`src/hdl/dstwr_pkg.sv`:
```
// ----------------------------------------------------------------------------
// dstwr_pkg
// Shared widths, opcodes and stream packing for the DS-TWR time of flight.
// ----------------------------------------------------------------------------
`default_nettype none

package dstwr_pkg;

  // Width of each stamp / peer field on the stream
  localparam int FIELD_BITS = 40;
  // Default stamp width (differences wrap here)
  localparam int STAMP_BITS_DEF = 40;
  // Width of the checked products and sums
  localparam int PROD_BITS = 64;
  // Exact sum of four stamp-sized terms, two bits of headroom
  localparam int SUM_BITS = PROD_BITS + 2;

  localparam int IN_DATA_BITS  = 4 * FIELD_BITS;
  localparam int OUT_DATA_BITS = FIELD_BITS;
  localparam int OUT_USER_BITS = 2;

  // Output tuser bit positions
  localparam int TUSER_TOF_VALID = 0;
  localparam int TUSER_OVF_ERROR = 1;

  // Input tuser opcodes
  localparam logic OP_REPLY = 1'b0;
  localparam logic OP_PONG  = 1'b1;

endpackage

`default_nettype wire

```
`src/hdl/ds_twr_time_of_flight.sv`:
```
// ----------------------------------------------------------------------------
// ds_twr_time_of_flight
// Reply item: the result stage is entered on acceptance; one item in flight
// at a time, so the next transfer waits until the result is handed over.
// Pong item: serial multiply (both products side by side), a step to see them
// finish, a check step, serial divide, a step to see it finish, a result step.
// Pong with a fault skips the divide.
// A full output register holds the result stage, and the input with it.
// Synchronous reset clears control and the stored own reply delay.
// ----------------------------------------------------------------------------
`default_nettype none

module ds_twr_time_of_flight #(
  parameter int STAMP_BITS = dstwr_pkg::STAMP_BITS_DEF
) (
  input  wire                                 clk,
  input  wire                                 rst,
  input  wire                                 s_tvalid,
  output logic                                s_tready,
  // rx_time, tx_stamp, peer_round, peer_reply (from bit 0 up)
  input  wire  [dstwr_pkg::IN_DATA_BITS-1:0]  s_tdata,
  // opcode
  input  wire                                 s_tuser,
  output logic                                m_tvalid,
  input  wire                                 m_tready,
  // tof
  output logic [dstwr_pkg::OUT_DATA_BITS-1:0] m_tdata,
  // tof_valid, overflow_error (from bit 0 up)
  output logic [dstwr_pkg::OUT_USER_BITS-1:0] m_tuser
);

  localparam int FW = dstwr_pkg::FIELD_BITS;
  localparam int PW = dstwr_pkg::PROD_BITS;
  localparam int SW = dstwr_pkg::SUM_BITS;

  typedef enum logic [2:0] {
    ST_IDLE,
    ST_MUL,
    ST_CHECK,
    ST_DIV,
    ST_RESULT
  } state_t;

  state_t state;

  logic [FW-1:0] rx_time;
  logic [FW-1:0] tx_stamp;
  logic [FW-1:0] peer_round;
  logic [FW-1:0] peer_reply;
  logic          accept;

  logic [PW-1:0]         round_wide;
  logic [PW-1:0]         reply_wide;
  logic [STAMP_BITS-1:0] own_round_in;
  logic [STAMP_BITS-1:0] own_delay_in;

  logic [STAMP_BITS-1:0] own_reply_delay;
  logic [STAMP_BITS-1:0] own_round;
  logic [SW-1:0]         sum;
  logic                  add_pend;
  logic                  add_first;

  logic                  mul_start;
  logic                  mul_r_done;
  logic                  mul_d_done;
  logic [PW-1:0]         prod_r;
  logic [PW-1:0]         prod_d;
  logic                  ovf_r;
  logic                  ovf_d;

  logic                  fault;
  logic [PW-1:0]         diff;
  logic                  div_start;
  logic                  div_done;
  logic [FW-1:0]         quo;

  logic [FW-1:0]         res_tof;
  logic                  res_valid;
  logic                  res_err;

  assign rx_time    = s_tdata[FW-1:0];
  assign tx_stamp   = s_tdata[2*FW-1:FW];
  assign peer_round = s_tdata[3*FW-1:2*FW];
  assign peer_reply = s_tdata[4*FW-1:3*FW];

  assign s_tready = (state == ST_IDLE);
  assign accept   = s_tvalid & s_tready;

  // Stamp differences wrap at STAMP_BITS
  always_comb begin
    round_wide   = PW'(rx_time) - PW'(tx_stamp);
    reply_wide   = PW'(tx_stamp) - PW'(rx_time);
    own_round_in = round_wide[STAMP_BITS-1:0];
    own_delay_in = reply_wide[STAMP_BITS-1:0];
  end

  assign mul_start = accept & (s_tuser == dstwr_pkg::OP_PONG);

  dstwr_mul #(
    .A_BITS (STAMP_BITS),
    .B_BITS (FW)
  ) u_mul_round (
    .clk   (clk),
    .rst   (rst),
    .start (mul_start),
    .a     (own_round_in),
    .b     (peer_round),
    .done  (mul_r_done),
    .prod  (prod_r),
    .ovf   (ovf_r)
  );

  dstwr_mul #(
    .A_BITS (STAMP_BITS),
    .B_BITS (FW)
  ) u_mul_reply (
    .clk   (clk),
    .rst   (rst),
    .start (mul_start),
    .a     (own_reply_delay),
    .b     (peer_reply),
    .done  (mul_d_done),
    .prod  (prod_d),
    .ovf   (ovf_d)
  );

  // Any partial sum past 64 bits shows up in the exact sum's top bits
  always_comb begin
    fault = ovf_r | ovf_d | (sum[SW-1:PW] != '0) | (sum[PW-1:0] == '0);
    diff  = (prod_r >= prod_d) ? (prod_r - prod_d) : (prod_d - prod_r);
  end

  assign div_start = (state == ST_CHECK) & ~fault;

  dstwr_div #(
    .Q_BITS (FW)
  ) u_div (
    .clk      (clk),
    .rst      (rst),
    .start    (div_start),
    .dividend (diff),
    .divisor  (sum[PW-1:0]),
    .done     (div_done),
    .quo      (quo)
  );

  always_ff @(posedge clk) begin
    if (rst) begin
      state           <= ST_IDLE;
      m_tvalid        <= 1'b0;
      own_reply_delay <= '0;
      add_pend        <= 1'b0;
      add_first       <= 1'b0;
    end else begin
      // the result stage drives tvalid itself when it hands over
      if (m_tvalid && m_tready && state != ST_RESULT) begin
        m_tvalid <= 1'b0;
      end
      unique case (state)
        ST_IDLE: begin
          if (accept) begin
            if (s_tuser == dstwr_pkg::OP_REPLY) begin
              own_reply_delay <= own_delay_in;
              res_tof         <= '0;
              res_valid       <= 1'b0;
              res_err         <= 1'b0;
              state           <= ST_RESULT;
            end else begin
              own_round <= own_round_in;
              sum       <= SW'(peer_round) + SW'(peer_reply);
              add_pend  <= 1'b1;
              add_first <= 1'b1;
              state     <= ST_MUL;
            end
          end
        end
        ST_MUL: begin
          // fold in own round, then own reply delay, while the products run
          if (add_pend) begin
            sum <= sum + (add_first ? SW'(own_round) : SW'(own_reply_delay));
            if (add_first) begin
              add_first <= 1'b0;
            end else begin
              add_pend <= 1'b0;
            end
          end
          if (mul_r_done) begin
            state <= ST_CHECK;
          end
        end
        ST_CHECK: begin
          if (fault) begin
            res_tof   <= '0;
            res_valid <= 1'b0;
            res_err   <= 1'b1;
            state     <= ST_RESULT;
          end else begin
            state <= ST_DIV;
          end
        end
        ST_DIV: begin
          if (div_done) begin
            res_tof   <= quo;
            res_valid <= 1'b1;
            res_err   <= 1'b0;
            state     <= ST_RESULT;
          end
        end
        ST_RESULT: begin
          // hand over once the output register is free
          if (!m_tvalid || m_tready) begin
            m_tvalid                          <= 1'b1;
            m_tdata                           <= res_tof;
            m_tuser[dstwr_pkg::TUSER_TOF_VALID] <= res_valid;
            m_tuser[dstwr_pkg::TUSER_OVF_ERROR] <= res_err;
            state                             <= ST_IDLE;
          end
        end
        default: begin
          state <= ST_IDLE;
        end
      endcase
    end
  end

  a_valid_err_excl: assert property (@(posedge clk) disable iff (rst)
    m_tvalid |-> !(m_tuser[dstwr_pkg::TUSER_TOF_VALID] &&
                   m_tuser[dstwr_pkg::TUSER_OVF_ERROR]))
    else $error("tof_valid and overflow_error both set");

  a_mul_lockstep: assert property (@(posedge clk) disable iff (rst)
    mul_r_done == mul_d_done)
    else $error("multipliers out of step");

  a_div_done_state: assert property (@(posedge clk) disable iff (rst)
    div_done |-> state == ST_DIV)
    else $error("divider finished outside divide phase");

  a_sum_ready: assert property (@(posedge clk) disable iff (rst)
    (state == ST_MUL && mul_r_done) |-> !add_pend)
    else $error("sum still pending at end of multiply");

  a_reply_result: assert property (@(posedge clk) disable iff (rst)
    (accept && s_tuser == dstwr_pkg::OP_REPLY) |=> state == ST_RESULT)
    else $error("reply transfer did not go to result stage");

endmodule

`default_nettype wire

```
`src/hdl/dstwr_mul.sv`:
```
// ----------------------------------------------------------------------------
// dstwr_mul
// Bit-serial multiplier, MSB first over operand b, with a sticky flag for a
// product that does not fit in PROD_BITS.
// ----------------------------------------------------------------------------
`default_nettype none

module dstwr_mul #(
  parameter int A_BITS = dstwr_pkg::STAMP_BITS_DEF,
  parameter int B_BITS = dstwr_pkg::FIELD_BITS
) (
  input  wire                            clk,
  input  wire                            rst,
  input  wire                            start,
  input  wire  [A_BITS-1:0]              a,
  input  wire  [B_BITS-1:0]              b,
  output logic                           done,
  output logic [dstwr_pkg::PROD_BITS-1:0] prod,
  output logic                           ovf
);

  localparam int PW    = dstwr_pkg::PROD_BITS;
  localparam int ACC_W = PW + 1;
  localparam int CNT_W = $clog2(B_BITS + 1);

  logic [A_BITS-1:0] a_hold;
  logic [B_BITS-1:0] b_shift;
  logic [CNT_W-1:0]  cnt;
  logic              busy;
  logic [ACC_W-1:0]  acc_next;

  // Double the accumulator, then add a when the current multiplier bit is set
  always_comb begin
    acc_next = ACC_W'({prod[PW-2:0], 1'b0}) +
               (b_shift[B_BITS-1] ? ACC_W'(a_hold) : ACC_W'(0));
  end

  always_ff @(posedge clk) begin
    if (rst) begin
      busy <= 1'b0;
      done <= 1'b0;
      cnt  <= '0;
    end else begin
      done <= 1'b0;
      if (start) begin
        busy    <= 1'b1;
        cnt     <= CNT_W'(B_BITS);
        a_hold  <= a;
        b_shift <= b;
        prod    <= '0;
        ovf     <= 1'b0;
      end else if (busy) begin
        prod    <= acc_next[PW-1:0];
        ovf     <= ovf | prod[PW-1] | acc_next[PW];
        b_shift <= {b_shift[B_BITS-2:0], 1'b0};
        cnt     <= cnt - CNT_W'(1);
        if (cnt == CNT_W'(1)) begin
          busy <= 1'b0;
          done <= 1'b1;
        end
      end
    end
  end

endmodule

`default_nettype wire

```
`src/hdl/dstwr_div.sv`:
```
// ----------------------------------------------------------------------------
// dstwr_div
// Restoring divider, one quotient bit per cycle; keeps the low Q_BITS of the
// quotient.
// ----------------------------------------------------------------------------
`default_nettype none

module dstwr_div #(
  parameter int Q_BITS = dstwr_pkg::FIELD_BITS
) (
  input  wire                             clk,
  input  wire                             rst,
  input  wire                             start,
  input  wire  [dstwr_pkg::PROD_BITS-1:0] dividend,
  input  wire  [dstwr_pkg::PROD_BITS-1:0] divisor,
  output logic                            done,
  output logic [Q_BITS-1:0]               quo
);

  localparam int PW    = dstwr_pkg::PROD_BITS;
  localparam int CNT_W = $clog2(PW + 1);

  logic [PW-1:0]    rem;
  logic [PW-1:0]    dvd;
  logic [PW-1:0]    dsr;
  logic [CNT_W-1:0] cnt;
  logic             busy;
  logic [PW:0]      shifted;
  logic [PW:0]      trial;
  logic             q_bit;

  always_comb begin
    shifted = {rem, dvd[PW-1]};
    trial   = shifted - {1'b0, dsr};
    q_bit   = ~trial[PW];
  end

  always_ff @(posedge clk) begin
    if (rst) begin
      busy <= 1'b0;
      done <= 1'b0;
      cnt  <= '0;
    end else begin
      done <= 1'b0;
      if (start) begin
        busy <= 1'b1;
        cnt  <= CNT_W'(PW);
        rem  <= '0;
        dvd  <= dividend;
        dsr  <= divisor;
        quo  <= '0;
      end else if (busy) begin
        // restore on borrow; remainder stays below the divisor
        rem <= q_bit ? trial[PW-1:0] : shifted[PW-1:0];
        dvd <= {dvd[PW-2:0], 1'b0};
        quo <= {quo[Q_BITS-2:0], q_bit};
        cnt <= cnt - CNT_W'(1);
        if (cnt == CNT_W'(1)) begin
          busy <= 1'b0;
          done <= 1'b1;
        end
      end
    end
  end

endmodule

`default_nettype wire

```
`config.mk`:
```
export PLATFORM = sky130hd
export DESIGN_NAME = ds_twr_time_of_flight
export DESIGN_NICKNAME = d
export VERILOG_FILES = /design/src/hdl/dstwr_pkg.sv /design/src/hdl/ds_twr_time_of_flight.sv /design/src/hdl/dstwr_mul.sv /design/src/hdl/dstwr_div.sv
export SDC_FILE = /design/constraint.sdc
export NUM_CORES = 2
export LEC_CHECK = 0
export BUFFER_PORTS_ARGS = -buffer_cell sky130_fd_sc_hd__buf_2
export CORE_MARGIN = 4
export CORE_UTILIZATION = 51
export CTS_CLUSTER_SIZE = 14
export DETAILED_ROUTE_END_ITERATION = 7
export PLACE_DENSITY_LB_ADDON = 0.15
export SLEW_MARGIN = 40
export SYNTH_ARGS = -nofsm -noshare
export SYNTH_HDL_FRONTEND = slang
export SYNTH_SLANG_ARGS = --single-unit
export TNS_END_PERCENT = 20
```
`constraint.sdc`:
```
create_clock -name clk -period 22.2 [get_ports clk]
set_clock_uncertainty 0.2 [all_clocks]
set_input_delay 1.11 -clock clk [delete_from_list [all_inputs] [get_ports clk]]
set_output_delay 1.11 -clock clk [all_outputs]
set_load 0.02 [all_outputs]
```
; ---- Word level (Yosys, flattened, before mapping)
; Index checks and enable logic that the tools add are counted.
[op_classes]
add_sub_neg = 12
muxes = 68
eq_ne = 16
n_bitwise = 16
magnitude_cmp = 1
n_reduce_logical = 29
[op_table]
columns = operator, count
row1 = 40-bit two-way mux, 12
row2 = 64-bit two-way mux, 7
row3 = 66-bit two-way mux, 3
row4 = 66-bit case mux with 2 select lines, 1
row5 = 64-bit by 65-bit adder with 65-bit output, 2
row6 = 64-bit subtractor, 2
row7 = 40-bit case mux with 3 select lines, 1
row8 = 40-bit subtractor, 2
row9 = 66-bit by 40-bit adder with 66-bit output, 1
row10 = 65-bit by 64-bit subtractor with 65-bit output, 1
row11 = 64-bit greater-or-equal comparator, 1
row12 = 64-bit zero test, 1
row13 = 40-bit by 40-bit adder with 41-bit output, 1
row14 = 1-bit two-way mux, 27
row15 = 6-bit two-way mux, 4
row16 = 3-bit two-way mux, 6
row17 = 3-bit case mux with 5 select lines, 1
row18 = 7-bit two-way mux, 2
row19 = "6-bit by 1-bit == test with 1-bit output, second input constant", 2
row20 = 4-bit AND reduction, 3
row21 = "6-bit by 1-bit subtractor with 6-bit output, second input constant", 2
row22 = 2-bit AND reduction, 5
row23 = 2-bit nonzero test, 5
row24 = 3-bit AND reduction, 3
row25 = 22 further kinds, 47
[word_totals]
input_bits = 165
output_inout_bits = 44
regBits = 782
word_cells = 177

; ---- Depth between registers and ports, before layout
[depth]
word_depth = 7
depth_mapped = 17

; ---- Hierarchy
; Synthesis repeated with hierarchy kept, for this count alone.
[hier_totals]
cells_unflattened = 5967
area_unflattened_um2 = 56593.0
[modules_own_cells]
columns = module, cells_each, instances, area_per_inst_um2
row1 = ds_twr_time_of_flight, 3250, 1, 25843.5
row2 = dstwr_div, 1226, 1, 13666.9
row3 = dstwr_mul (u_mul_round), 766, 1, 8633.3
row4 = dstwr_mul (u_mul_reply), 725, 1, 8449.4

; ---- Least setup slack after synthesis
; OpenSTA, ideal clock, no wires.
[synth_timing]
kind = register -> register
start = reg sum[64]
end = reg u_div.dvd[0], enable pin
arrival_time_ns = 8.751
stages_incl_launch_ff = 8
setup_slack_ns = 12.551
period_less_slack_ns = 9.649
setup_time_ns = 0.698
path_buffers = 2
path_cell_list = edfxtp_1 -> or4_1 -> nor2_1 -> and2_1 -> clkbuf_1 -> buf_1 -> nor2_1 -> nor2_1
[synth_between]
elab_chain_len = 7
[synth_rtl]
columns = element, line
row1 = "start, declared", ds_twr_time_of_flight.sv:59  ; logic [SW-1:0] sum;
row2 = "start signal, assigned", ds_twr_time_of_flight.sv:170  ; sum <= SW'(peer_round) + SW'(peer_reply);
row3 = "start signal, assigned", ds_twr_time_of_flight.sv:180  ; sum <= sum + (add_first ? SW'(own_round) : SW'(own_reply_delay));
row4 = 2-bit nonzero test, ds_twr_time_of_flight.sv:129  ; fault = ovf_r | ovf_d | (sum[SW-1:PW] != '0) | (sum[PW-1:0] == '0);
row5 = 1-bit bitwise OR (2 in series), ds_twr_time_of_flight.sv:129
row6 = 1-bit NOT, ds_twr_time_of_flight.sv:133  ; assign div_start = (state == ST_CHECK) & ~fault;
row7 = 1-bit bitwise AND, ds_twr_time_of_flight.sv:133
row8 = 2-bit nonzero test (no line), --
row9 = 2-bit AND reduction (no line), --
row10 = "end signal, assigned", dstwr_div.sv:49  ; dvd <= dividend;
row11 = "end signal, assigned", dstwr_div.sv:55  ; dvd <= {dvd[PW-2:0], 1'b0};
row12 = "end, declared", dstwr_div.sv:24  ; logic [PW-1:0] dvd;
; No other way between the ends.
; A chain may end at the register's enable or synchronous reset.

; ---- Final worst setup path
[layout_timing]
start = reg u_mul_round.prod[0] (netlist name)
end = reg u_div.dvd[3], data pin
[layout_between]
elab_chain_len = 3
word_cells_on_any_way = 5
classes_between = add/sub (2) / order compare (1) / mux (2)
[layout_rtl]
columns = element, line
row1 = "start, declared", dstwr_mul.sv:18  ; output logic [dstwr_pkg::PROD_BITS-1:0] prod,
row2 = "start signal, assigned", dstwr_mul.sv:53  ; prod <= acc_next[PW-1:0];
row3 = 64-bit subtractor or 64-bit greater-or-equal comparator (tied branches), ds_twr_time_of_flight.sv:130  ; diff = (prod_r >= prod_d) ? (prod_r - prod_d) : (prod_d - prod_r);
row4 = 64-bit two-way mux *, ds_twr_time_of_flight.sv:130
row5 = 64-bit two-way mux *, dstwr_div.sv:45  ; if (start) begin
; Mark *: on every way between the ends. The rest lies on a longest branch, timed or not.

==> key figures <==
Status
  • Status: completed

Power and ir drop
  • Power, Total: around 4500 uW
  • PwrDens: approximately 74 nW/um^2
  • Worst IR Drop VDD: between 0.05 and 0.06 mV
  • LEAKAGE: approximately 0.026 uW

Critical path
  • Worst path cell trace: inv_1 -> ha_1 -> fa_1 -> nand3b_1 -> a21boi_0 -> o21ai_1 -> o31a_1 -> o2111a_1 -> nor3_4 -> or2_2 -> buf_4 -> mux2_2 -> a221oi_1 -> xor2_1 -> o21ai_0
  • Crit path DAT: roughly 5.4 ns
  • Critical Path Source: u_mul_round.prod[0]
  • Worst path slowest cell: buf_4
  • WP data required: around 22 ns
  • Buf/Inv on CP: 2
  • R2r endpoint: u_div.dvd[3]
  • CP endpoint: u_div.dvd[3]
  • Worst reg-to-reg setup slack: between 15 and 20 ns
  • R2R Path Start: u_mul_round.prod[0]
  • CP Launch Type: flop
  • CP max stage delay: 0.63 ns
  • Crit path max fanout: 52
  • Levels on crit path: 15
  • CP top delay family: compound AO/OA/AOI/OAI gates
  • CP endpoint kind: flop
  • CP Class: flop to flop
  • FF-to-FF path depth: 15

CTS
  • Resized cells post-CTS: 0
  • Number of buffers created by CTS: 90
  • Root Buffer: clkbuf_16
  • Worst-path clk slew: about 0.06 ns
  • Worst-Skew Late Latency: 0.69 ns
  • CTS tree: done
  • H-tree levels: 3
  • Hold buffer count at cts: 0
  • Setup bufs post-CTS: 0
  • CTS Sinks: 782
  • Longest Clk Path Bufs: 3

Place
  • Post-detail-place hpwl: about 120000 um
  • Final Wtd Congestion: 0.938
  • PortBufs: roughly 210

Finish
  • Most common cell after layout, fill and taps aside: edfxtp_1
  • # nets final: ~6700
  • Commonest non-fill, non-tap cells in the layout: edfxtp_1 (712), nand2_1 (680), a21oi_1 (520)
  • Area growth syn-to-layout: 9.58%
  • Layout cells sized above 1: 0.0818

Timing
  • Final Cycle Share: 0.234
  • Min Tclk post-route: ~5.2 ns
  • RSZ-0062 raised after global routing: false
  • Relative slew slack: 0.411
  • Slew @ Worst Pin: ~0.9 ns
  • Final slew viol count: 0
  • Hold Fails Final Rpt: 0
  • Achievable frequency: between 0.15 and 0.2 GHz
  • Final setup vio count: 0
  • TNS Setup: 0 ns

Drt
  • DR pass1 iterations: 6
  • Vias per inst: between 6 and 7
  • DRC viols: 0
  • Drt wl/cell: between 20 and 25 um
  • Total number of vias: around 45000
  • Routed Wire Length: between 150000 and 200000 um
  • Initial DRC count: roughly 4500
  • Final ANT Viol Nets: 0

Synthesis
  • Post-synthesis sequential area ratio: 0.413
  • Cells after Synth: ~6000
  • Synth warn: 0
  • Netlist cell types: 89
  • Synth Net Count: 6600
  • Main flop type after synthesis: edfxtp_1
  • #FFs+latches synth: 782
  • Syn_area_per_cell: ~9.2 sq um
  • Asr flop ratio synth: 0
  • Synth Cell Area: 55200 sq um
  • Number of flops mapped to enable cells by yosys: between 700 and 800

GRT
  • Gr usage total: 0.271
  • Met2 global-route usage: 0.407
  • Vias in the first global route: approximately 43000
  • Pin count of the biggest net entering global routing: between 100 and 150
  • First-pass GRT wire length: around 240000 um
  • GRT overflow: 0
  • Antenna violations before repair: 8
  • Global routing's busiest layer: met2
  • M1 GR Usage: 0.406
  • Met3 layer usage reported by global route: 0.0344

Floorplanning
  • CORE AREA: approximately 110000 sq um
  • Die height: around 340 um
  • Initial Util: 0.515
  • I/O pins: between 200 and 250
  • Die width: ~340 um
  • Die area: 114000 sq um
  • Std-Cell Rows: 120

Min path
  • Hold WC Path Type: flop to flop

Flow run
  • Max cap viols: 0
## report_power, final
group	switching (uW)	leakage, uW	internal (uW)	total (uW)
combinational	769	0.0170	433	1200
clock	630	0.00145	877	1510
sequential	63.4	0.00713	1730	1790
## registers in the layout (all words and copies together), names as in the netlist, 6 cells and up
| register | flops |
|---|---|
| u_mul_round.cnt | 6 |
| u_mul_round.b_shift | 40 |
| u_mul_reply.prod | 64 |
| res_tof | 40 |
| u_mul_round.prod | 64 |
| u_mul_round.a_hold | 40 |
| u_mul_reply.cnt | 6 |
| u_div.dvd | 64 |
| own_round | 40 |
| sum | 66 |
| u_div.quo | 40 |
| u_div.rem | 64 |
| u_div.cnt | 7 |
| u_mul_reply.b_shift | 40 |
| own_reply_delay | 40 |
| u_div.dsr | 64 |
| u_mul_reply.a_hold | 40 |
| m_tdata | 40 |
## worst reg2reg max path, stage by stage (launching register included)
cell and delay, ns:
edfxtp_1 0.42, inv_1 0.06, ha_1 0.24, fa_1 0.42, nand3b_1 0.22, a21boi_0 0.18, o21ai_1 0.12, o31a_1 0.32
o2111a_1 0.31, nor3_4 0.39, or2_2 0.27, buf_4 0.63, mux2_2 0.43, a221oi_1 0.37, xor2_1 0.23, o21ai_0 0.09
## cell usage after synthesis (10+ instances only)
| master | instances | area, sq um |
|---|---|---|
| edfxtp_1 | 712 | 21400 |
| nand2_1 | 682 | 2560 |
| a21oi_1 | 520 | 2600 |
| nor2_1 | 458 | 1720 |
| ha_1 | 433 | 5420 |
| inv_1 | 385 | 1450 |
| o21ai_0 | 351 | 1760 |
| a21o_1 | 274 | 2060 |
| clkbuf_1 | 227 | 852 |
| xnor2_1 | 227 | 1990 |
| and2_1 | 146 | 913 |
| xor2_1 | 145 | 1270 |
| nand3_1 | 109 | 546 |
| nand4_1 | 102 | 638 |
| nor3_1 | 101 | 505 |
| and3_1 | 90 | 563 |
| mux2i_1 | 84 | 841 |
| o21bai_1 | 77 | 578 |
| dfxtp_1 | 70 | 1400 |
| nand2b_1 | 61 | 382 |
| o21a_1 | 53 | 398 |
| a31oi_1 | 51 | 319 |
| nor2b_1 | 50 | 313 |
| nor4_1 | 49 | 307 |
| a211oi_1 | 45 | 338 |
| mux2_2 | 43 | 484 |
| o211ai_1 | 40 | 300 |
| or3_1 | 34 | 213 |
| o31ai_1 | 33 | 248 |
| buf_2 | 26 | 130 |
| and4_1 | 24 | 210 |
| o21ai_1 | 19 | 95.1 |
| a221oi_1 | 16 | 140 |
| buf_1 | 16 | 60.1 |
| o22ai_1 | 13 | 81.3 |
| or4_1 | 13 | 97.6 |
| a211o_1 | 12 | 105 |
| a211oi_2 | 12 | 150 |
| a21boi_0 | 12 | 90.1 |
| or2_2 | 11 | 68.8 |
| nor4b_1 | 10 | 87.6 |
| o31a_1 | 10 | 87.6 |
## worst min path at each step
stage | start | depth (start not counted) | slack, ns | to
CTS | res_tof[20] | 0 | 0.22 | m_tdata[20]
global route | res_tof[20] | 0 | 0.22 | m_tdata[20]
finish | res_tof[20] | 0 | 0.21 | m_tdata[20]
floorplan | res_tof[0] | 0 | 0.20 | m_tdata[0]
detailed placement | res_tof[10] | 0 | 0.20 | m_tdata[10]
global placement | res_tof[18] | 0 | 0.20 | m_tdata[18]
## per-layer routing
metal,routed length [um],vias up
li1,-,21800
met1,73900,21600
met2,66700,1665
met3,10500,253
met4,5590,6
met5,33,-
## kinds of logic (layout without fill, tap and decap cells)
group                      Yosys count  after routing  share of synthesized area
and+or+nand+nor                   1965           1965                      0.169
AOI/OAI and AO/OA                 1640           1640                      0.187
DFF                                782            782                      0.413
buffers and inverters              663            804                     0.0463
adders and majority gates          442            442                      0.101
xor gates and xnor gates           373            373                     0.0593
muxes                              128            128                     0.0242
other                                0              2                          0
## through the flow
| stage | setup WS (ns) | utilization | hold WS, ns | std cells | area (sq um) |
|---|---|---|---|---|---|
| floorplan | 12.55 | - | 0.200 | 5993 | 55200 |
| global placement | 16.92 | 0.535 | 0.201 | 7365 | 57300 |
| detailed placement | 17.01 | 0.536 | 0.205 | 7371 | 57500 |
| CTS | 16.98 | 0.564 | 0.216 | 7537 | 60500 |
| global route | 16.57 | 0.564 | 0.219 | 7538 | 60500 |
| finish | 17.01 | 0.564 | 0.213 | 7539 | 60500 |
## layout make-up
type | instances | area (sq um)
Sequential cell | 782 | 22800
Clock buffer | 114 | 2440
Antenna cell | 2 | 5.00
Tap cell | 1403 | 1760
Timing Repair Buffer | 252 | 1500
Multi-Input combinational cell | 4548 | 30000
Inverter | 386 | 1450
Fill cell | 9702 | 46700
Clock inverter | 52 | 554
Note: power is estimated with default switching activity, not from simulation.
